`config.mk`:
```
export PLATFORM = sky130hd
export DESIGN_NAME = xor_checked_frame_deframer
export DESIGN_NICKNAME = d
export VERILOG_FILES = /design/src/xcfd_pkg.sv /design/src/xor_checked_frame_deframer.sv
export SDC_FILE = /design/constraint.sdc
export NUM_CORES = 1
export LEC_CHECK = 0
export BUFFER_PORTS_ARGS = -buffer_cell sky130_fd_sc_hd__buf_2
export CORE_UTILIZATION = 45
export DETAILED_ROUTE_END_ITERATION = 8
export MAX_ROUTING_LAYER = met4
export SLEW_MARGIN = 40
export SYNTH_ARGS = -nofsm -noshare
export SYNTH_HDL_FRONTEND = slang
export SYNTH_SLANG_ARGS = --single-unit
```
`constraint.sdc`:
```
create_clock -name clock -period 4.6 [get_ports clock]
set_clock_uncertainty 0.2 [all_clocks]
set_input_delay 0.46 -clock clock [delete_from_list [all_inputs] [get_ports clock]]
set_output_delay 0.46 -clock clock [all_outputs]
set_load 0.01 [all_outputs]
```
`src/xcfd_pkg.sv`:
```
// ----------------------------------------------------------------------------
// xcfd_pkg
// Shared types and constants for the XOR-checked frame deframer.
// ----------------------------------------------------------------------------
`timescale 1ns / 1ps

package xcfd_pkg;

   // Result queue depth; must stay a power of two of at least 4
   localparam int unsigned RSP_DEPTH = 4;

   // Frame positions that matter
   localparam logic [8:0] POS_PROTO      = 9'd0;
   localparam logic [8:0] POS_LENGTH     = 9'd1;
   localparam logic [8:0] POS_CMD_HI     = 9'd2;
   localparam logic [8:0] POS_CMD_LO     = 9'd3;
   localparam logic [8:0] POS_FIRST_EMIT = 9'd5;
   localparam logic [8:0] MIN_LAST_POS   = 9'd3;   // frame of at least four bytes
   localparam logic [8:0] BYTE_COUNT_MAX = 9'h1FF;
   localparam logic [7:0] EMIT_COUNT_MAX = 8'hFF;
   localparam logic [7:0] PROTO_ID       = 8'h00;

   // Result kind, carried on tuser
   localparam logic KIND_PAYLOAD = 1'b0;
   localparam logic KIND_VERDICT = 1'b1;

   typedef enum logic [2:0] {
      STATUS_OK        = 3'd0,
      STATUS_TOO_SHORT = 3'd1,
      STATUS_BAD_PROTO = 3'd2,
      STATUS_BAD_LEN   = 3'd3,
      STATUS_BAD_CSUM  = 3'd4
   } status_type;

   // One queued result
   typedef struct packed {
      logic        kind;
      logic        last;
      logic [7:0]  payload;
      status_type  status;
      logic [15:0] command;
      logic [7:0]  count;
   } rsp_entry_type;

   localparam int unsigned RSP_DATA_W = 40;   // 35 field bits padded to bytes

endpackage

```
`src/xor_checked_frame_deframer.sv`:
```
// ----------------------------------------------------------------------------
// xor_checked_frame_deframer
// Byte-stream deframer for length-prefixed frames with an XOR checksum.
// ----------------------------------------------------------------------------
// Usage:
//   req_* carries one frame byte per transaction; req_tlast marks the final
//   (checksum) byte. rsp_* carries results: tuser 0 is a payload byte, tuser 1
//   is the frame verdict (status, command, payload count). rsp_tlast marks the
//   last result caused by one input byte.
//   Payload bytes leave one byte late, so the checksum is never forwarded. A
//   verdict other than ok means the payload already sent should be dropped.
//   A result enters the queue when its byte is taken; rsp_* shows the head.
//   Throughput: one byte per cycle while req_tready is high; a final byte
//   yielding a payload and a verdict queues two results on the single port.
//   Results sit in a four-entry queue; req_tready is high while at least two
//   entries are free, so input keeps flowing while a result waits.
//   When the receiver stalls, the queue fills and req_tready drops; nothing is
//   lost. Reset (synchronous) empties the queue and clears all frame state.
// ----------------------------------------------------------------------------
`timescale 1ns / 1ps

module xor_checked_frame_deframer (
   input  logic        clock,
   input  logic        reset,
   // Input bytes
   input  logic        req_tvalid,
   output logic        req_tready,
   input  logic [7:0]  req_tdata,   // [7:0] data_byte
   input  logic        req_tlast,   // last_byte
   // Results
   output logic        rsp_tvalid,
   input  logic        rsp_tready,
   output logic [xcfd_pkg::RSP_DATA_W-1:0] rsp_tdata,
                                    // [7:0] payload_byte, [10:8] status,
                                    // [26:11] command_code, [34:27] payload_count,
                                    // [39:35] zero
   output logic        rsp_tuser,   // result_kind
   output logic        rsp_tlast    // last_result
);

   localparam int unsigned PTR_W = $clog2(xcfd_pkg::RSP_DEPTH);
   localparam int unsigned CNT_W = $clog2(xcfd_pkg::RSP_DEPTH + 1);

   // Frame state
   logic [8:0]  byte_count_ff, byte_count_in;
   logic [7:0]  running_xor_ff, running_xor_in;
   logic [7:0]  held_byte_ff, held_byte_in;
   logic [7:0]  length_ff, length_in;
   logic [15:0] command_ff, command_in;
   logic        proto_bad_ff, proto_bad_in;
   logic [7:0]  emitted_ff, emitted_in;

   // Result queue
   xcfd_pkg::rsp_entry_type rsp_q_ff [xcfd_pkg::RSP_DEPTH];
   logic [PTR_W-1:0] wr_ptr_ff, rd_ptr_ff;
   logic [CNT_W-1:0] q_count_ff, q_count_in;

   logic req_xact, rsp_xact;
   logic emit, push_verdict;
   logic [1:0] push_count;
   xcfd_pkg::rsp_entry_type payload_entry, verdict_entry, head_entry;
   xcfd_pkg::status_type    status;
   logic [8:0] length_ext, size_minus_two;

   assign req_tready = (q_count_ff <= CNT_W'(xcfd_pkg::RSP_DEPTH - 2));
   assign req_xact   = req_tvalid & req_tready;
   assign rsp_xact   = rsp_tvalid & rsp_tready;

   // Header capture, running checks, result entries and next frame state
   always_comb begin
      emit         = (byte_count_ff >= xcfd_pkg::POS_FIRST_EMIT);
      push_verdict = req_tlast;

      proto_bad_in = proto_bad_ff |
                     ((byte_count_ff == xcfd_pkg::POS_PROTO) &&
                      (req_tdata != xcfd_pkg::PROTO_ID));
      length_in    = (byte_count_ff == xcfd_pkg::POS_LENGTH) ? req_tdata : length_ff;
      command_in   = command_ff;
      if (byte_count_ff == xcfd_pkg::POS_CMD_HI) begin
         command_in[15:8] = req_tdata;
      end
      if (byte_count_ff == xcfd_pkg::POS_CMD_LO) begin
         command_in[7:0] = req_tdata;
      end
      emitted_in = (emit && (emitted_ff != xcfd_pkg::EMIT_COUNT_MAX)) ?
                   emitted_ff + 8'd1 : emitted_ff;

      // frame size minus two equals position minus one
      length_ext     = {1'b0, length_in};
      size_minus_two = byte_count_ff - 9'd1;

      if (byte_count_ff < xcfd_pkg::MIN_LAST_POS) begin
         status = xcfd_pkg::STATUS_TOO_SHORT;
      end else if (proto_bad_in) begin
         status = xcfd_pkg::STATUS_BAD_PROTO;
      end else if (size_minus_two != length_ext) begin
         status = xcfd_pkg::STATUS_BAD_LEN;
      end else if (running_xor_ff != req_tdata) begin
         status = xcfd_pkg::STATUS_BAD_CSUM;
      end else begin
         status = xcfd_pkg::STATUS_OK;
      end

      payload_entry.kind    = xcfd_pkg::KIND_PAYLOAD;
      payload_entry.last    = ~req_tlast;
      payload_entry.payload = held_byte_ff;
      payload_entry.status  = xcfd_pkg::STATUS_OK;
      payload_entry.command = 16'd0;
      payload_entry.count   = 8'd0;

      verdict_entry.kind    = xcfd_pkg::KIND_VERDICT;
      verdict_entry.last    = 1'b1;
      verdict_entry.payload = 8'd0;
      verdict_entry.status  = status;
      verdict_entry.command = (status == xcfd_pkg::STATUS_TOO_SHORT) ? 16'd0 : command_in;
      verdict_entry.count   = emitted_in;

      // next frame state: cleared after a verdict
      if (req_tlast) begin
         byte_count_in  = 9'd0;
         running_xor_in = 8'd0;
         held_byte_in   = 8'd0;
      end else begin
         byte_count_in  = (byte_count_ff != xcfd_pkg::BYTE_COUNT_MAX) ?
                          byte_count_ff + 9'd1 : byte_count_ff;
         running_xor_in = running_xor_ff ^ req_tdata;
         held_byte_in   = req_tdata;
      end

      push_count = req_xact ? ({1'b0, emit} + {1'b0, push_verdict}) : 2'd0;
      q_count_in = q_count_ff + CNT_W'(push_count) - CNT_W'(rsp_xact);
   end

   // Frame state registers
   always_ff @(posedge clock) begin
      if (reset) begin
         byte_count_ff  <= '0;
         running_xor_ff <= '0;
         held_byte_ff   <= '0;
         length_ff      <= '0;
         command_ff     <= '0;
         proto_bad_ff   <= 1'b0;
         emitted_ff     <= '0;
      end else if (req_xact) begin
         byte_count_ff  <= byte_count_in;
         running_xor_ff <= running_xor_in;
         held_byte_ff   <= held_byte_in;
         length_ff      <= req_tlast ? 8'd0 : length_in;
         command_ff     <= req_tlast ? 16'd0 : command_in;
         proto_bad_ff   <= req_tlast ? 1'b0 : proto_bad_in;
         emitted_ff     <= req_tlast ? 8'd0 : emitted_in;
      end
   end

   // Result queue storage
   always_ff @(posedge clock) begin
      if (req_xact) begin
         if (emit) begin
            rsp_q_ff[wr_ptr_ff] <= payload_entry;
            if (push_verdict) begin
               rsp_q_ff[PTR_W'(wr_ptr_ff + 1'b1)] <= verdict_entry;
            end
         end else if (push_verdict) begin
            rsp_q_ff[wr_ptr_ff] <= verdict_entry;
         end
      end
   end

   // Result queue pointers
   always_ff @(posedge clock) begin
      if (reset) begin
         wr_ptr_ff  <= '0;
         rd_ptr_ff  <= '0;
         q_count_ff <= '0;
      end else begin
         wr_ptr_ff  <= wr_ptr_ff + PTR_W'(push_count);
         rd_ptr_ff  <= rd_ptr_ff + PTR_W'(rsp_xact);
         q_count_ff <= q_count_in;
      end
   end

   // Output from queue head
   assign head_entry = rsp_q_ff[rd_ptr_ff];
   assign rsp_tvalid = (q_count_ff != '0);
   assign rsp_tuser  = head_entry.kind;
   assign rsp_tlast  = head_entry.last;
   assign rsp_tdata  = {5'd0, head_entry.count, head_entry.command,
                        head_entry.status, head_entry.payload};

   // Checks
   a_q_bound: assert property (@(posedge clock) disable iff (reset)
      q_count_ff <= CNT_W'(xcfd_pkg::RSP_DEPTH))
      else $error("result queue overflow");

   a_verdict_last: assert property (@(posedge clock) disable iff (reset)
      (rsp_tvalid && (rsp_tuser == xcfd_pkg::KIND_VERDICT)) |-> rsp_tlast)
      else $error("verdict not marked last");

   a_payload_clean: assert property (@(posedge clock) disable iff (reset)
      (rsp_tvalid && (rsp_tuser == xcfd_pkg::KIND_PAYLOAD)) |->
      (rsp_tdata[39:8] == 32'd0))
      else $error("payload result carries verdict fields");

   a_frame_clear: assert property (@(posedge clock) disable iff (reset)
      (req_xact && req_tlast) |=> (byte_count_ff == 9'd0 && emitted_ff == 8'd0))
      else $error("frame state not cleared after verdict");

   a_push_room: assert property (@(posedge clock) disable iff (reset)
      req_xact |-> (q_count_ff + CNT_W'(push_count) <=
                    CNT_W'(xcfd_pkg::RSP_DEPTH)))
      else $error("push without room");

endmodule

```
; ---- After elaboration in Yosys (flattened, before gate mapping)
; Memory sizes are Yosys's and may differ from the RTL's. A register that Yosys moved wholly into a read port is not among the register bits.
; Cells that the tools add are included.
[totals]
reg_bits = 65
mem_bits_rw = 148
out_inout_bits = 44
wordCells = 74
mem_count = 1
[op_classes]
add_sub_neg = 9
magnitude_cmp = 3
n_eq_ne = 8
n_mux = 30
bitwise = 6
reduce_logical = 7
[mem_list]
columns = memory, words, word_bits, rd, rd_clocked_by_memory_dff, wr, line_no
row1 = rsp_q_ff, 4, 37, 1, 1, 2, xor_checked_frame_deframer.sv:54  ; xcfd_pkg::rsp_entry_type rsp_q_ff [xcfd_pkg::RSP_DEPTH];
[op_table]
columns = op, count
row1 = $mux 8, 8
row2 = $mux 37, 1
row3 = $mux 16, 2
row4 = $eq 9x2->1 const B, 2
row5 = $mux 9, 2
row6 = $mux 3, 4
row7 = $mux 1, 11
row8 = $add 9x1->9 const B, 1
row9 = $eq 9x1->1 const B, 1
row10 = $ge 9x3->1 const B, 1
row11 = $logic_not 9->1, 1
row12 = $lt 9x2->1 const B, 1
row13 = $ne 9x8->1, 1
row14 = $ne 9x9->1 const B, 1
row15 = $sub 9x1->9 const B, 1
row16 = $add 8x1->8 const B, 1
row17 = $ne 8x8->1, 1
row18 = $ne 8x8->1 const B, 1
row19 = $reduce_bool 8->1, 1
row20 = $xor 8x8->8, 1
row21 = $mux 2, 2
row22 = $add 3x2->3, 1
row23 = $eq 3x1->1 const B, 1
row24 = $le 3x2->1 const B, 1
row25 = 12 further kinds, 15

; ---- Longest topological paths before layout
; Gate-level depths: netlist (run 1).
[depth]
depth_word = 9
ltp_mapped = 14
mapped_depth_nobuf = 14

; ---- Worst setup path after synthesis (run 1)
; OpenSTA, ideal clock, no wires.
[synth_timing]
path_kind = reg-to-reg
start = register byte_count_ff[1]
end = memory rsp_q_ff[0][0] (netlist bit), enable pin
setup_time_ps = 449
t_arrival_ps = 3098
required_time_ps = 3951
slack_ps = 854
path_stages_with_launch = 8
n_path_buf = 0
period_less_slack_ps = 3746
path_cell_list = dfxtp_1 -> inv_1 -> ha_1 -> o31ai_1 -> nand3_1 -> ha_1 -> nand2_2 -> o21ai_0
[synth_rtl]
columns = element, line_no
row1 = start: declaration, xor_checked_frame_deframer.sv:45  ; logic [8:0] byte_count_ff, byte_count_in;
row2 = start signal: assignment, xor_checked_frame_deframer.sv:145  ; byte_count_ff <= byte_count_in;
row3 = end: declaration, xor_checked_frame_deframer.sv:54

==> impl_metrics.json, run 1 <==
{
  "htreeDepth": 1,
  "drv_slew": 0,
  "hpwl_um": 14950,
  "r2r_end": "rsp_q_ff[1][11]",
  "reg2reg_from": "byte_count_ff[1]",
  "synthTopCellsByArea": "edfxtp_1 33%, dfxtp_1 21%, mux4_2 8.5%",
  "io_buffers": 51,
  "num_vias": 6884,
  "r2r_setup_slack_ns": 1.17,
  "area_delta_synth_final_pct": 13.47,
  "cts.sinks": 213,
  "reg2regPathDepth": 11,
  "rsz0062_at_grt": "false",
  "hold_viol": 0,
  "crit_start": "byte_count_ff[1]",
  "synth-async-reset-ratio_pct": 0,
  "synthTopCellsByCount": "169 x nor2_1, 108 x edfxtp_1, 105 x dfxtp_1, 75 x nand2_1, 56 x a21oi_1",
  "die_y_um": 149.9,
  "yosysSeqAreaShare_pct": 54.32,
  "antenna_cells": 0,
  "gr-total-overflow": 0,
  "finalPower_w": 0.005209,
  "cts_setup_buffers": 0,
  "yosysMostFrequentCell": "nor2_1",
  "crit_end": "rsp_q_ff[1][11]",
  "p_per_area_mw_per_mm2": 466.6,
  "critical_path_class": "reg -> reg",
  "syn-instance-count": 909,
  "tightestPinTransition_ns": 0.7672,
  "synth_cell_type_count": 56,
  "synth-edff-count": 108,
  "grt_pass1_wl_um": 37070,
  "syn-cell-area_mm2": 0.009839,
  "setup-violations-final": 0,
  "cap_violations": 0,
  "synth_top_area_cell": "edfxtp_1",
  "die_w_um": 149.9,
  "grt_use_met3_pct": 3.079,
  "dominantRegCellSynth": "edfxtp_1",
  "p_leak_nw": 3.797,
  "fmax_mhz": 291.9,
  "synth-seq-cells": 213,
  "antenna_found_initial": 0,
  "globalRouteTotalUtil_pct": 22.29,
  "critPathMaxFanout": 27,
  "cp.required_ns": 4.58,
  "end_kind": "flop",
  "placed_area_mm2": 0.01033,
  "clk_pin_slew_ns": 0.06,
  "drive_gt1_share_pct": 17.62,
  "holdBufCountCts": 0,
  "hold_path_class": "in -> reg",
  "use_met2_pct": 33.82,
  "timing.final.crit_share_pct": 74.46,
  "ys_warn_count": 0,
  "ir_worst_vdd_uv": 524.5,
  "drt_first_pass_iters": 5,
  "grt_pass1_vias": 6517,
  "die_area_mm2": 0.02246,
  "status": "finished clean",
  "avgSynthCellArea_um2": 10.82,
  "io_pins": 57,
  "clk_path_buf_depth": 3,
  "drt_iter0_drc": 477,
  "worstPathArrival_ns": 3.41,
  "cts_buffers": 24,
  "stdcell_area_mm2": 0.01116,
  "nNetsFinal": 969,
  "max_slew_margin_pct": 48.66,
  "rows": 53,
  "gp_congestion": 0.7974,
  "drt_wl_total_um": 23960,
  "cts_tree": "yes",
  "drc_errors": 0,
  "cts_resized": 0,
  "final.setup.tns_ns": 0,
  "grt_max_degree": 37,
  "grt_util_met1_pct": 31.45,
  "period_minus_slack_ns": 3.425,
  "grt-busiest-layer": "met2",
  "wl_per_cell_um": 19.42,
  "clock_latency_ns": 0.53,
  "start_util_pct": 46.37,
  "ant_nets": 0,
  "synth_top_area_share_pct": 32.96,
  "cp-start-kind": "flop",
  "core_area_mm2": 0.02122,
  "viasPerCell": 5.579,
  "cts_root_buf": "clkbuf_16"
}
## sequential cells by signal, indices dropped and copies added, names as in the netlist
name,flops
byte_count_ff,9
command_ff,16
emitted_ff,8
held_byte_ff,8
length_ff,8
proto_bad_ff,1
q_count_ff,3
rd_ptr_ff,2
rsp_q_ff,148
running_xor_ff,8
wr_ptr_ff,2
## placed cells by master, fill, tap and decap left out, drive strengths merged, types with 8 or more instances in the layout
master,Yosys,layout
mux4,37,37
clkinv,0,8
mux2,17,17
o21ai,24,24
a21oi,57,57
nor2b,13,13
inv,13,13
buf,16,69
clkbuf,51,31
mux2i,9,9
nand2,76,76
ha,14,14
edfxtp,108,108
xnor2,28,28
nor2,169,169
xor2,10,10
nor3,15,15
dfxtp,105,105
nand3b,9,9
nand3,44,44
a22oi,32,32
## per-layer routing
layer	up-vias	part of all wire, %
li1	3315	-
met1	3349	46
met2	190	47
met3	30	5.1
met4	0	1.9
met5	-	0
## per-stage QoR
| step | setup WS [ns] | cells | hold slack [ns] | utilization (%) |
|---|---|---|---|---|
| final | 1.175 | 1234 | 0.1946 | 52.61 |
| after global routing | 0.8588 | 1234 | 0.1949 | 52.61 |
| after floorplan | 0.8535 | 913 | 0.2185 | - |
| after detailed placement | 1.172 | 1190 | 0.2428 | 48.67 |
| after global placement | 1.253 | 1190 | 0.2369 | 48.64 |
| after CTS | 1.152 | 1234 | 0.1738 | 52.60 |
## power breakdown
part           internal [W]  switching [W]
registers           0.00212       0.000130
logic              0.000451       0.000525
clock network       0.00119       0.000794
total               0.00376        0.00145
## logic make-up after synthesis
group	synth area share (%)
xor+xnor	3.383
flops	54.32
fa+ha+maj	1.984
compound gates	8.622
other cells	0.03811
simple gates	16.75
mux	11.46
buf+inv	3.446
## final cells by class
cell class	count	area [µm²]
Inverter	13	48.80
Sequential cell	213	5350
Multi-Input combinational cell	620	4198
Timing Repair Buffer	69	390.4
Fill cell	1900	10060
Tap cell	275	344.1
Clock inverter	13	133.9
Clock buffer	31	699.4
## worst min path at each step
stage                          from              end  slack (ns)  cells after the start
finish                 req_tdata[2]  held_byte_ff[2]        0.19                      3
global route           req_tdata[5]  held_byte_ff[5]        0.19                      3
global placement    rsp_q_ff[2][36]  rsp_q_ff[2][36]        0.24                      2
detailed placement  rsp_q_ff[2][36]  rsp_q_ff[2][36]        0.24                      2
floorplan           rsp_q_ff[2][36]  rsp_q_ff[2][36]        0.22                      2
CTS                    req_tdata[1]  held_byte_ff[1]        0.17                      3
## critical path, stage by stage (launching register included)
cell      delay [ns]
dfxtp_1         0.46
inv_1           0.12
ha_1            0.21
o31ai_1         0.19
nand3_1         0.25
inv_1           0.12
ha_1            0.29
o21a_1          0.22
nand2_1         0.08
or2_1           0.41
nand2b_1        0.14
buf_4           0.38
Note: power is estimated with default switching activity, not from simulation.
==> inputs of run 2 (changes only) <==
--- a/config.mk
+++ b/config.mk
@@ -5,6 +5,7 @@
 export SDC_FILE = /design/constraint.sdc
 export NUM_CORES = 1
 export LEC_CHECK = 0
+export ABC_AREA = 1
 export BUFFER_PORTS_ARGS = -buffer_cell sky130_fd_sc_hd__buf_2
 export CORE_UTILIZATION = 45
 export DETAILED_ROUTE_END_ITERATION = 8
==> constraint.sdc (replaced) <==
create_clock -name clock -period 3.4 [get_ports clock]
set_clock_uncertainty 0.2 [all_clocks]
set_input_delay 0.34 -clock clock [delete_from_list [all_inputs] [get_ports clock]]
set_output_delay 0.34 -clock clock [all_outputs]
set_load 0.01 [all_outputs]
==> run 2 against run 1 <==
Maximum frequency is 15% higher. Global-route usage is 0.93 points higher. Final area is 1.8% higher. Count of clock-buffer cells in the layout is 3 lower. Sequential share of layout area is 0.90 points lower. Critical endpoint is now q_count_ff[2].
==> impl_metrics.json, run 2 <==
{
  "ir_worst_vdd_uv": 364.7,
  "cts_tree": "yes",
  "p_leak_nw": 4.217,
  "syn-instance-count": 1183,
  "placed_area_mm2": 0.01056,
  "synthTopCellsByArea": "edfxtp_1 32%, dfxtp_1 21%, nand2_1 8.1%",
  "rows": 54,
  "htreeDepth": 1,
  "gp_congestion": 0.8559,
  "hold_path_class": "in -> reg",
  "synth-async-reset-ratio_pct": 0,
  "grt_max_degree": 75,
  "synth_fa_ha_area_share_pct": 1.947,
  "max_slew_margin_pct": 53.45,
  "synth-seq-cells": 213,
  "start_util_pct": 45.94,
  "final.setup.tns_ns": 0,
  "rsz0062_at_grt": "false",
  "io_buffers": 51,
  "critical_path_class": "reg -> reg",
  "top_layer_used": "met4",
  "drt_first_pass_iters": 5,
  "io_pins": 57,
  "multiInputGateArea_mm2": 0.004038,
  "synth_cell_type_count": 44,
  "reg.largest.list": "rsp_q_ff x148, command_ff x16, byte_count_ff x9",
  "antenna_cells": 0,
  "ant_nets": 0,
  "drv_slew": 0,
  "route.met3.wl_um": 950,
  "dominantRegCellSynth": "edfxtp_1",
  "viasPerCell": 5.228,
  "fin_ws_ns": 0.4280,
  "top_register": "rsp_q_ff",
  "instances_no_fill": 1525,
  "regArea_mm2": 0.005346,
  "cpMostUsedCell": "inv_1",
  "timing.final.crit_share_pct": 87.41,
  "antenna_found_initial": 0,
  "tightestPinTransition_ns": 0.6909,
  "hold_viol": 0,
  "cap_violations": 0,
  "cp.required_ns": 3.57,
  "synth-edff-count": 108,
  "end_kind": "flop",
  "period_minus_slack_ns": 2.972,
  "yosysSeqAreaShare_pct": 53.31,
  "nNetsFinal": 1256,
  "fillCellCount": 2070,
  "die_area_mm2": 0.02288,
  "clock_latency_ns": 0.51,
  "p_per_area_mw_per_mm2": 648.6,
  "status": "finished clean",
  "area_delta_synth_final_pct": 13.40,
  "route.met2.wl_um": 11780,
  "die_y_um": 151.3,
  "globalRouteTotalUtil_pct": 23.23,
  "cts.sinks": 213,
  "whs_ns": 0.09865,
  "worstPathArrival_ns": 3.14,
  "dp_cells": 1473,
  "core_area_mm2": 0.02182,
  "grt_pass1_wl_um": 40090,
  "layout_commonest_cell": "nand2_1",
  "num_vias": 7972,
  "drive_gt1_share_pct": 12.29,
  "synthTopCellsByCount": "216 x nand2_1, 216 x nor2_1, 108 x edfxtp_1, 107 x o21ai_0, 105 x dfxtp_1",
  "hpwl_um": 15910,
  "synth_top_family_by_area": "simple AND/OR/NAND/NOR gates",
  "clk_path_buf_depth": 3,
  "synth_top_area_share_pct": 32.35,
  "wl_per_cell_um": 16.39,
  "syn-cell-area_mm2": 0.01003,
  "layout_common_cells": "216 x nand2_1, 215 x nor2_1, 108 x edfxtp_1",
  "drt_iter0_drc": 511,
  "ys_warn_count": 0,
  "drt-met1-wl_um": 11820,
  "synth-compound-area-share_pct": 14.63,
  "setup-violations-final": 0,
  "drt_wl_total_um": 25000,
  "crit_slowest_cell": "dfxtp_1",
  "clk_pin_slew_ns": 0.06,
  "dp_slack_ns": 0.4332,
  "synth_mux_area_share_pct": 0,
  "avgSynthCellArea_um2": 8.475,
  "synth_top_area_cell": "edfxtp_1",
  "synth_xor_area_share_pct": 2.009,
  "largest_register_ffs": 148,
  "fmax_mhz": 336.5,
  "gr-total-overflow": 0,
  "worstPathCellList": "inv_1 > ha_1 > inv_1 > nand3_1 > nand2_1 > nand2_4 > ha_1 > nand2_1 > ha_1 > inv_1 > ha_1 > inv_1 > fa_1 > xor2_1 > inv_1 > nor2_1",
  "cp-start-kind": "flop",
  "cts_root_buf": "clkbuf_16",
  "cts_buffers": 24,
  "stdcell_area_mm2": 0.01137,
  "critPathMaxFanout": 6,
  "die_w_um": 151.3,
  "drc_errors": 0,
  "synthSimpleGateAreaFrac_pct": 21.48,
  "grt_pass1_vias": 7494,
  "cpPeakStageDelay_ns": 0.41
}
-- run 2: changes by cell type after synthesis, sizes merged, moves of 10 or more --
cell and change:
o21ai +98, nor2b -13, mux2 -17, o22ai +41
mux4 -37, nand3 -12, nand2 +152, nor2 +58
inv +77, clkbuf -10, a22oi -32, xnor2 -16
a21oi +43
-- run 2: power by group --
group	switching, W	total (W)	internal [W]
Sequential	0.000129	0.00308	0.00295
Combinational	0.00122	0.00190	0.000687
Clock	0.00102	0.00239	0.00137
Total	0.00237	0.00737	0.00500
-- run 2: critical path, delay by kind of cell, from the launching register on --
kind,cells,cell delay [ns]
DFF,1,0.41
xor gates and xnor gates,1,0.17
adders and majority gates,5,1.31
buffers and inverters,5,0.37
and+or+nand+nor,5,0.38
-- run 2: what timing repair did --
item / in CTS / in global routing
hold buffers: 8 / 1
setup buffers: 0 / 0
gates resized for setup: 0 / 0
hold endpoints to repair: 8 / 1
-- run 2: final timing paths --
kind | startpoint | endpoint | slack (ns) | depth (start not counted)
worst max-delay path | byte_count_ff[1] | q_count_ff[2] | 0.43 | 16
worst min-delay path | req_tlast | byte_count_ff[1] | 0.1 | 4
worst max register to register | byte_count_ff[1] | q_count_ff[2] | 0.43 | 16
worst min register to register | rsp_q_ff[3][36] | rsp_q_ff[3][36] | 0.25 | 2
-- run 2: final cells by class --
cell class / instances / area share, %
multi-input combinational: 820 / 35.51
timing repair buffer: 79 / 5.062
inverter: 90 / 3.015
clock inverter: 15 / 0.8914
clock buffer: 28 / 5.414
tap: 280 / 3.081
sequential: 213 / 47.02
-- run 2: logic make-up after synthesis --
group	count (synthesis)
xor gates and xnor gates	23
adders and majority gates	15
DFF	213
buffers and inverters	154
other	1
and+or+nand+nor	505
AOI/OAI and AO/OA	272
-- run 2: metal layers --
layer	vias up	track usage [%]
met3	31	2.831
met1	3766	30.81
met2	160	37.95
met5	-	-
met4	0	5.200
li1	4015	-
-- run 2: through the flow --
step | util [%] | power [W]
after CTS | 52.05 | 0.007434
final | 52.10 | 0.007374
after floorplan | - | 0.004357
after detailed placement | 48.40 | 0.005046
after global placement | 48.40 | 0.005024
after global routing | 52.10 | 0.007774
==> inputs of run 3 (changes only) <==
--- a/config.mk
+++ b/config.mk
@@ -7,9 +7,11 @@
 export LEC_CHECK = 0
 export ABC_AREA = 1
 export BUFFER_PORTS_ARGS = -buffer_cell sky130_fd_sc_hd__buf_2
+export CORE_MARGIN = 4
 export CORE_UTILIZATION = 45
 export DETAILED_ROUTE_END_ITERATION = 8
 export MAX_ROUTING_LAYER = met4
+export REMOVE_ABC_BUFFERS = 1
 export SLEW_MARGIN = 40
 export SYNTH_ARGS = -nofsm -noshare
 export SYNTH_HDL_FRONTEND = slang
==> run 3 against run 2 <==
Count of clock-buffer cells in the layout increased by 4. Global-route usage decreased by 2.1 points. Hold slack got worse by 0.026 ns. Routed wire length rose by 0.11%. First-iteration DRC count rose by 21%. Non-clock buffer count fell by 1. Final area hardly changed. Critical endpoint unchanged.
==> impl_metrics.json, run 3 (synthesis gave the netlist of run 2 again) <==
{
  "cpPeakStageDelay_ns": 0.42,
  "p_leak_nw": 4.205,
  "cp.required_ns": 3.58,
  "r2r_setup_slack_ns": 0.38,
  "drive_gt1_share_pct": 12.37,
  "drt_iter0_drc": 620,
  "dp_slack_ns": 0.4082,
  "whs_endpoint": "emitted_ff[6]",
  "clk_pin_slew_ns": 0.06,
  "cts_buffers": 24,
  "multiInputGateArea_mm2": 0.004038,
  "hold_viol": 0,
  "cts_resized": 0,
  "r2r_end": "q_count_ff[2]",
  "largest_register_ffs": 148,
  "whs_ns": 0.07262,
  "drv_slew": 0,
  "cts.sinks": 213,
  "critical_path_class": "reg -> reg",
  "rsz0062_at_grt": "false",
  "grt-busiest-layer": "met2",
  "end_kind": "flop",
  "reg2regPathDepth": 16,
  "critPathMaxFanout": 6,
  "cpMostUsedCell": "inv_1",
  "io_pins": 57,
  "gr-total-overflow": 0,
  "reg2reg_from": "byte_count_ff[1]",
  "fillCellCount": 2098,
  "rows": 54,
  "crit_slowest_cell": "dfxtp_1",
  "max_slew_margin_pct": 47.07,
  "grt_pass1_vias": 7614,
  "cp.depth": 16,
  "ant_nets": 0,
  "setup-violations-final": 0,
  "antenna_cells": 0,
  "drt_wl_total_um": 25030,
  "cap_violations": 0,
  "period_minus_slack_ns": 3.018,
  "reg.largest.list": "rsp_q_ff x148, command_ff x16, byte_count_ff x9",
  "htreeDepth": 1,
  "fmax_mhz": 331.3,
  "cts_tree": "yes",
  "path_buf_inv": 5,
  "cts_setup_buffers": 0,
  "io_buffers": 51,
  "status": "finished clean",
  "crit_family": "adder cells",
  "gp_congestion": 0.9100,
  "cp-start-kind": "flop",
  "start_util_pct": 45.80,
  "antenna_found_initial": 0,
  "clk_path_buf_depth": 3,
  "layout_commonest_cell": "nand2_1",
  "hold_start": "req_tlast",
  "worstPathCellList": "inv_1 > ha_1 > inv_1 > nand3_1 > nand2_1 > nand2_4 > ha_1 > nand2_1 > ha_1 > inv_1 > ha_1 > inv_1 > fa_1 > xor2_1 > inv_1 > nor2_1",
  "use_met2_pct": 34.42,
  "cts_root_buf": "clkbuf_16",
  "regArea_mm2": 0.005346,
  "die_y_um": 157.3,
  "holdPathStages": 4,
  "holdBufCountCts": 9,
  "layout_common_cells": "216 x nand2_1, 215 x nor2_1, 108 x edfxtp_1",
  "worstPathArrival_ns": 3.20,
  "drt_first_pass_iters": 4,
  "die_area_mm2": 0.02473,
  "wl_per_cell_um": 16.41,
  "grt_util_met1_pct": 28.64,
  "fin_ws_ns": 0.3818,
  "tightestPinTransition_ns": 0.7939,
  "hpwl_um": 15300,
  "timing.final.crit_share_pct": 88.77,
  "globalRouteTotalUtil_pct": 21.09,
  "grt_use_met3_pct": 2.914,
  "die_w_um": 157.3,
  "area_delta_synth_final_pct": 13.50,
  "drc_errors": 0,
  "grt_max_degree": 75,
  "clock_latency_ns": 0.51,
  "grt_pass1_wl_um": 40640,
  "core_area_mm2": 0.02189,
  "top_register": "rsp_q_ff",
  "hold_path_class": "in -> reg",
  "num_vias": 8018,
  "nNetsFinal": 1255,
  "viasPerCell": 5.258,
  "ir_worst_vdd_uv": 447.9,
  "p_per_area_mw_per_mm2": 647.4
}
[run 3: changes by cell type in the layout (fill, tap and decap cells not counted), sizes merged]
cell and change:
clkbuf +4, buf -1, inv +1, clkinv -7, clkinvlp +3
[run 3: per-layer routing]
layer | vias up | wire length (µm)
li1 | 4021 | -
met1 | 3773 | 11470
met2 | 197 | 11870
met3 | 27 | 1380
met4 | 0 | 304
met5 | - | 0
[run 3: how the worst max path moves through the flow]
| stage | from | end |
|---|---|---|
| 6_report | byte_count_ff[1] | q_count_ff[2] |
| 2_1_floorplan | rd_ptr_ff[0] | rsp_tdata[7] |
| 3_3_place_gp | byte_count_ff[1] | q_count_ff[2] |
| 5_1_grt | byte_count_ff[1] | q_count_ff[2] |
| 3_5_place_dp | byte_count_ff[1] | q_count_ff[2] |
| 4_1_cts | byte_count_ff[1] | q_count_ff[2] |
[run 3: tightest hold or removal path, delay by kind of cell]
kind	cells	cell delay, ns
buf+inv	1	0.17
compound gates	1	0.05
simple gates	2	0.17
[run 3: where the power goes]
part	switching, W	leakage (nW)	total (W)	internal [W]
sequential	0.000121	1.78	0.00307	0.00295
clock	0.00102	0.348	0.00241	0.00139
combinational	0.00121	2.08	0.00189	0.000675
[run 3: area by class of cell]
| type | count | share of cell area, % |
|---|---|---|
| Clock buffer | 32 | 5.541 |
| Clock inverter | 12 | 0.9126 |
| Inverter | 90 | 3.013 |
| Multi-Input combinational cell | 820 | 35.48 |
| Sequential cell | 213 | 46.98 |
| Tap cell | 280 | 3.079 |
| Timing Repair Buffer | 78 | 4.992 |
[run 3: stage by stage]
step	std cells	cell area [µm²]	power [W]	TNS [ns]	utilization [%]
floorplan	1123	9723	0.004277	-1.119	-
CTS	1525	11380	0.007455	0	51.98
finish	1525	11380	0.007368	0	51.98
global placement	1472	10560	0.005013	0	48.22
global route	1525	11380	0.007807	0	51.98
detailed placement	1472	10560	0.005032	0	48.22
